[config.mk]
export PLATFORM = sky130hd
export DESIGN_NAME = fpalu_mul
export DESIGN_NICKNAME = d
export VERILOG_FILES = /design/src/hw/rtl/fpalu_pkg.sv /design/src/hw/rtl/fpalu_mul.sv
export SDC_FILE = /design/constraint.sdc
export NUM_CORES = 2
export LEC_CHECK = 0
export ABC_AREA = 1
export ABC_CLOCK_PERIOD_IN_PS = 6500
export BUFFER_PORTS_ARGS = -buffer_cell sky130_fd_sc_hd__buf_2
export CAP_MARGIN = 10
export CORE_UTILIZATION = 30
export CTS_CLUSTER_SIZE = 8
export DETAILED_ROUTE_END_ITERATION = 8
export PLACE_DENSITY_LB_ADDON = 0.15
export SYNTH_ARGS = -nofsm -noshare
export SYNTH_HDL_FRONTEND = slang
export SYNTH_SLANG_ARGS = --single-unit
[constraint.sdc]
create_clock -name clk -period 6.5 [get_ports clk]
set_input_delay 0.65 -clock clk [delete_from_list [all_inputs] [get_ports clk]]
set_output_delay 0.65 -clock clk [all_outputs]
set_load 0.005 [all_outputs]
[src/hw/rtl/fpalu_pkg.sv]
// ----------------------------------------------------------------------------
// Fixed-point ALU package
// Operation codes, widths and pipeline sideband shared by the ALU modules.
// ----------------------------------------------------------------------------
package fpalu_pkg;

  localparam int unsigned WordW     = 32;
  localparam int unsigned OpW       = 3;
  localparam int unsigned FracBitsD = 8;

  typedef enum logic [OpW-1:0] {
    OP_ADD = 3'd0,
    OP_SUB = 3'd1,
    OP_MUL = 3'd2,
    OP_DIV = 3'd3,
    OP_MIN = 3'd4,
    OP_MAX = 3'd5
  } op_t;

  // Sideband that travels beside the divider and multiplier.
  typedef struct packed {
    logic [OpW-1:0]   op;
    logic [WordW-1:0] simple;
    logic             lt;
    logic             eq;
    logic             gt;
    logic             dz;
  } side_t;

endpackage

[src/hw/rtl/fpalu_mul.sv]
// ----------------------------------------------------------------------------
// Fixed-point multiplier
// Two-stage 32x32 signed multiply with ceiling rescale by 2^FRAC_BITS.
// The product is registered in p_r and the rescaled result in prod_r.
// ----------------------------------------------------------------------------
module fpalu_mul #(
  parameter int unsigned FRAC_BITS = fpalu_pkg::FracBitsD
) (
  input  logic                           clk,
  input  logic signed [fpalu_pkg::WordW-1:0] a,
  input  logic signed [fpalu_pkg::WordW-1:0] b,
  output logic        [fpalu_pkg::WordW-1:0] prod
);
  import fpalu_pkg::*;

  localparam int unsigned PW = 2*WordW;

  logic signed [PW-1:0] p_r;
  logic signed [PW-1:0] s;
  logic        [WordW-1:0] prod_r;

  always_ff @(posedge clk) begin
    p_r <= PW'(a) * PW'(b);
  end

  // Add bias and arithmetic shift right: ceil division.
  assign s = p_r + PW'((64'd1 << FRAC_BITS) - 64'd1);

  always_ff @(posedge clk) begin
    prod_r <= WordW'(s >>> FRAC_BITS);
  end

  assign prod = prod_r;
endmodule

---- Word-level counts from Yosys, hierarchy flattened ----
Index checks and enable logic that the tools add are counted.
Widths: inputs -> output; s select.
operators by class
  $add $sub $neg .......................... 1
  $mul .................................... 1
operator list
  operator               count
  $add 40x8->40 const B  1
  $mul 32x32->40         1
word-level totals
  bits of input ports ..................... 65
  register bits after elaboration ......... 72
  output and inout port bits .............. 32
  logic and storage cells ................. 4

---- Longest topological paths before layout ----
  depth in word-level cells ............... 1
  depth in mapped cells ................... 33
  depth with buffers taken out ............ 32

---- Worst setup path after synthesis ----
No wires, ideal clock.
  path kind ............................... input -> register
  start point ............................. input a[15] in the netlist's numbering
  end point ............................... register p_r[25]
  arrival ................................. 6.606 ns
  path slack .............................. -0.226 ns
  data required time ...................... 6.380 ns
  library setup time ...................... 0.120 ns
  buffers on the path ..................... 2
  stages .................................. 26
  cell sequence ........................... buf_2 > clkbuf_1 > nand2_1 > inv_1 > fa_1 > fa_1 > inv_1 > fa_1 > fa_1 > inv_1 > fa_1 > inv_1 > fa_1 > inv_1 > fa_1 > fa_1 > ha_1 > a21o_1 > a21boi_0 > o21a_1 > nand2_1 > a21oi_1 > o21ai_2 > nand2_1 > nand2_1 > xor2_1
on the way
  word-level cells in the longest chain between the ends .. 1
RTL lines
  item                  RTL line         source
  from (decl)           fpalu_mul.sv:10  input logic signed [fpalu_pkg::WordW-1:0] a,
  $mul 32x32->40        fpalu_mul.sv:23  p_r <= PW'(a) * PW'(b);
  to (signal assigned)  fpalu_mul.sv:23
  to (decl)             fpalu_mul.sv:18  logic signed [PW-1:0] p_r;
Every way passes these cells.

---- Worst setup path after layout ----
  start point ............................. input b[18] in the netlist's numbering
  end point ............................... register p_r[38]
on the way
  word-level cells in the longest chain between the ends .. 1
RTL lines
  item            RTL line         source
  from (decl)     fpalu_mul.sv:11  input logic signed [fpalu_pkg::WordW-1:0] b,
  $mul 32x32->40  fpalu_mul.sv:23
Every way passes these cells.

==> run summary <==
The die area came out at roughly 0.09 mm². The synthesis-stage register bit count is 72. The total DRC errors in the routed layout is 0. The number of placed instances, taps included is 5002. Clock-pin slew was measured on the worst setup and hold paths at 60 ps.

Of the available clock period, the critical path in the final layout requires 0.999. The initial standard-cell utilization of the core came out at 0.302. The number of hold buffers added after CTS is 0. After layout, the minimum clock period comes to ~6500 ps. Across all layers, the routed design uses about 21000 vias. The maximum level of the CTS H-tree came out at 3.

The worst setup path is of the in2reg kind. The area share of the largest cell type after synthesis came out at 0.474. The final layout contains about 4700 nets. Setup repair after global routing could not meet its margin everywhere.

The number of clock sinks is 72. The count of input and output buffers came out at 96. The core area came out at about 0.090 mm². Yosys instantiated no cell more often than sky130_fd_sc_hd__inv_1. The fraction of final layout cells with drive strength greater than 1 is 0.199. The count of flip-flops with a built-in enable after synthesis came out at 0. Buffers inserted during clock tree synthesis total 9. The slew at the pin closest to its max-slew limit is 674 ps.

The worst clock skew came out at between 10 and 15 ps. The die is 303 µm tall. The run finished with clean final reports.

The required time of the critical path is between 6000 and 7000 ps. The share of flip-flops with an asynchronous set or reset is 0. After detailed routing, the total wire length is approximately 84000 µm. The number of top-level pins is between 90 and 100.

Data on the critical path arrives at its endpoint at 6720 ps. Among all stages on the critical path, the largest delay is contributed by sky130_fd_sc_hd__fa_2. The number of synthesis warnings came out at 0. The distinct cell type count after synthesis came out at 51. The number of vias per cell is approximately 4.2.

The number of global-route vias before repair is about 23000. By area the synthesized netlist is led by sky130_fd_sc_hd__fa_1, sky130_fd_sc_hd__inv_1, sky130_fd_sc_hd__nand2_1. Among the stages of the critical path, the cell type that occurs most often is sky130_fd_sc_hd__fa_1. The clock latency reported for the late side of the worst-skew pair is ~340 ps. The maximum number of pins on one net before global-route repair came out at 21. The post-detailed-route wirelength per cell came out at between 15 and 20 µm. Averaged over all synthesized cells, the footprint is between 7 and 8 µm². The count of max-cap constraint violations is 0. The number of diodes added for antenna fixing came out at 0. The commonest cells after synthesis are sky130_fd_sc_hd__inv_1, sky130_fd_sc_hd__nand2_1, sky130_fd_sc_hd__fa_1, sky130_fd_sc_hd__ha_1, sky130_fd_sc_hd__clkbuf_1.

The cell area that synthesis handed to floorplanning was roughly 0.027 mm². After technology mapping, the gate count stands at about 3500. The peak per-stage delay on the critical path is 650 ps. The worst setup path is captured at a flop. The final-report setup violation count came out at 0.

The master cell of the clock root buffer is sky130_fd_sc_hd__clkbuf_16. The count of TritonRoute iterations in the first routing pass is 5. In this run the cell area measured after placement is about 0.032 mm². In this run the tightest slew margin relative to its limit is 0.547.

The first-pass GRT wire length is 130000 µm. The HPWL after detailed placement is between 70000 and 80000 µm. The combined buffer and inverter count along the critical path is 9. The largest area contributor in the synthesized netlist is sky130_fd_sc_hd__fa_1.

The worst setup path is launched from an input port. The path class of the tightest hold or removal check is reg2reg. The highest attainable clock frequency came out at between 150 and 200 MHz. The share of the Yosys chip area taken by registers is 0.0530.

The aggregate global routing overflow came out at 0. The final instance count without filler cells came out at about 5000. The floorplan has 110 rows. The number of nets handed over by synthesis was 4391. The residual antenna-violating net count after detailed routing is 0. TritonCTS built the clock tree. The max-slew violation count is 0.

The area of all placed cells without fillers is around 0.034 mm². The width of the die is 303 µm. No sink is reached through more buffers than the 2 on the longest clock path. The count of routing violations after the opening detailed-route iteration came out at between 900 and 1000. The hold violation count in the final report is 0. The primary flip-flop cell chosen by synthesis mapping is sky130_fd_sc_hd__dfxtp_1. The final-layout fill cell count is roughly 9500.

The final estimated routing congestion in global placement is 0.833. The number of antenna violations at the first check in global routing came to 1. On the critical path the largest part of the delay comes from adder cells. The global-route usage over all layers came out at 0.186.

The relative area change from synthesis to final layout came out at 24.5%. The top fanout value on the critical path is 14.
[state kept, by name, summed over array words and instances (netlist names)]
register / cells
p_r: 40
prod: 32
[layout make-up]
| type | instances | area [µm²] | share of cell area |
|---|---|---|---|
| Multi-Input combinational cell | 2086 | 21600 | 0.638 |
| Inverter | 1217 | 4570 | 0.135 |
| Timing Repair Buffer | 485 | 4480 | 0.132 |
| Tap cell | 1176 | 1470 | 0.0435 |
| Sequential cell | 72 | 1440 | 0.0426 |
| Clock buffer | 10 | 239 | 0.00706 |
| Clock inverter | 6 | 58.8 | 0.00174 |
[cells in the final DEF (no fill, tap or decap), types with 10 or more instances in the layout]
cell,netlist,routed
sky130_fd_sc_hd__buf_4,7,316
sky130_fd_sc_hd__fa_2,0,42
sky130_fd_sc_hd__nand2_4,2,15
sky130_fd_sc_hd__fa_1,643,601
sky130_fd_sc_hd__nor2_2,3,15
sky130_fd_sc_hd__a21oi_1,42,18
sky130_fd_sc_hd__dfxtp_1,72,72
sky130_fd_sc_hd__nand2_1,931,894
sky130_fd_sc_hd__buf_12,0,42
sky130_fd_sc_hd__a21oi_2,2,23
sky130_fd_sc_hd__inv_2,7,59
sky130_fd_sc_hd__buf_2,12,52
sky130_fd_sc_hd__nand3_1,47,43
sky130_fd_sc_hd__nor2_1,68,44
sky130_fd_sc_hd__xor2_1,46,45
sky130_fd_sc_hd__clkbuf_16,0,21
sky130_fd_sc_hd__nor3_1,16,14
sky130_fd_sc_hd__buf_6,0,46
sky130_fd_sc_hd__nand4_1,14,14
sky130_fd_sc_hd__ha_4,0,25
sky130_fd_sc_hd__xnor2_1,24,23
sky130_fd_sc_hd__o21ai_1,2,10
sky130_fd_sc_hd__inv_1,1210,1158
sky130_fd_sc_hd__nor2_4,3,15
sky130_fd_sc_hd__nand2_2,3,27
sky130_fd_sc_hd__ha_1,159,132
[routing by layer]
metal | GRT usage | wire length [µm] | vias to the layer above
li1 | - | - | 10400
met1 | 0.214 | 33600 | 10600
met2 | 0.367 | 45700 | 236
met3 | 0.0115 | 1580 | 93
met4 | 0.0505 | 2930 | 0
met5 | 0 | 0 | -
[final timing paths]
| check | start | endpoint | slack (ps) | depth (start not counted) |
|---|---|---|---|---|
| worst min-delay path | p_r[34] | prod[26] | 500 | 1 |
| worst min register to register | p_r[34] | prod[26] | 500 | 1 |
| worst max register to register | p_r[23] | prod[29] | 4610 | 7 |
| worst max-delay path | b[18] | p_r[38] | 8 | 25 |
[through the flow]
stage	util	hold WS (ps)	setup TNS (ps)	worst slack (ps)
6_report	0.376	503	0	7.77
3_3_place_gp	0.353	493	-12160	-845
5_1_grt	0.376	537	-973	-174
2_1_floorplan	-	409	-0.773	-0.773
3_5_place_dp	0.353	497	-13220	-801
4_1_cts	0.361	517	-65.0	-43.6
[timing repair]
item,4_1_cts,5_1_grt
gates cloned,0,12
setup endpoints to repair,20,25
pin swaps,49,128
gates resized for setup,126,269
setup buffers,4,20
[cell families after synthesis]
kind of cell / after synthesis / share of synthesized area
AO/OA/AOI/OAI: 98 / 0.0214
XOR/XNOR: 70 / 0.0226
flip-flops: 72 / 0.0530
AND/OR/NAND/NOR: 1116 / 0.166
buffers and inverters: 1366 / 0.190
adder cells (fa/ha/maj): 802 / 0.547
Power is left out: the tool's default activity adds up to more than one toggle a clock period on the data nets, which glitch-free logic cannot reach.
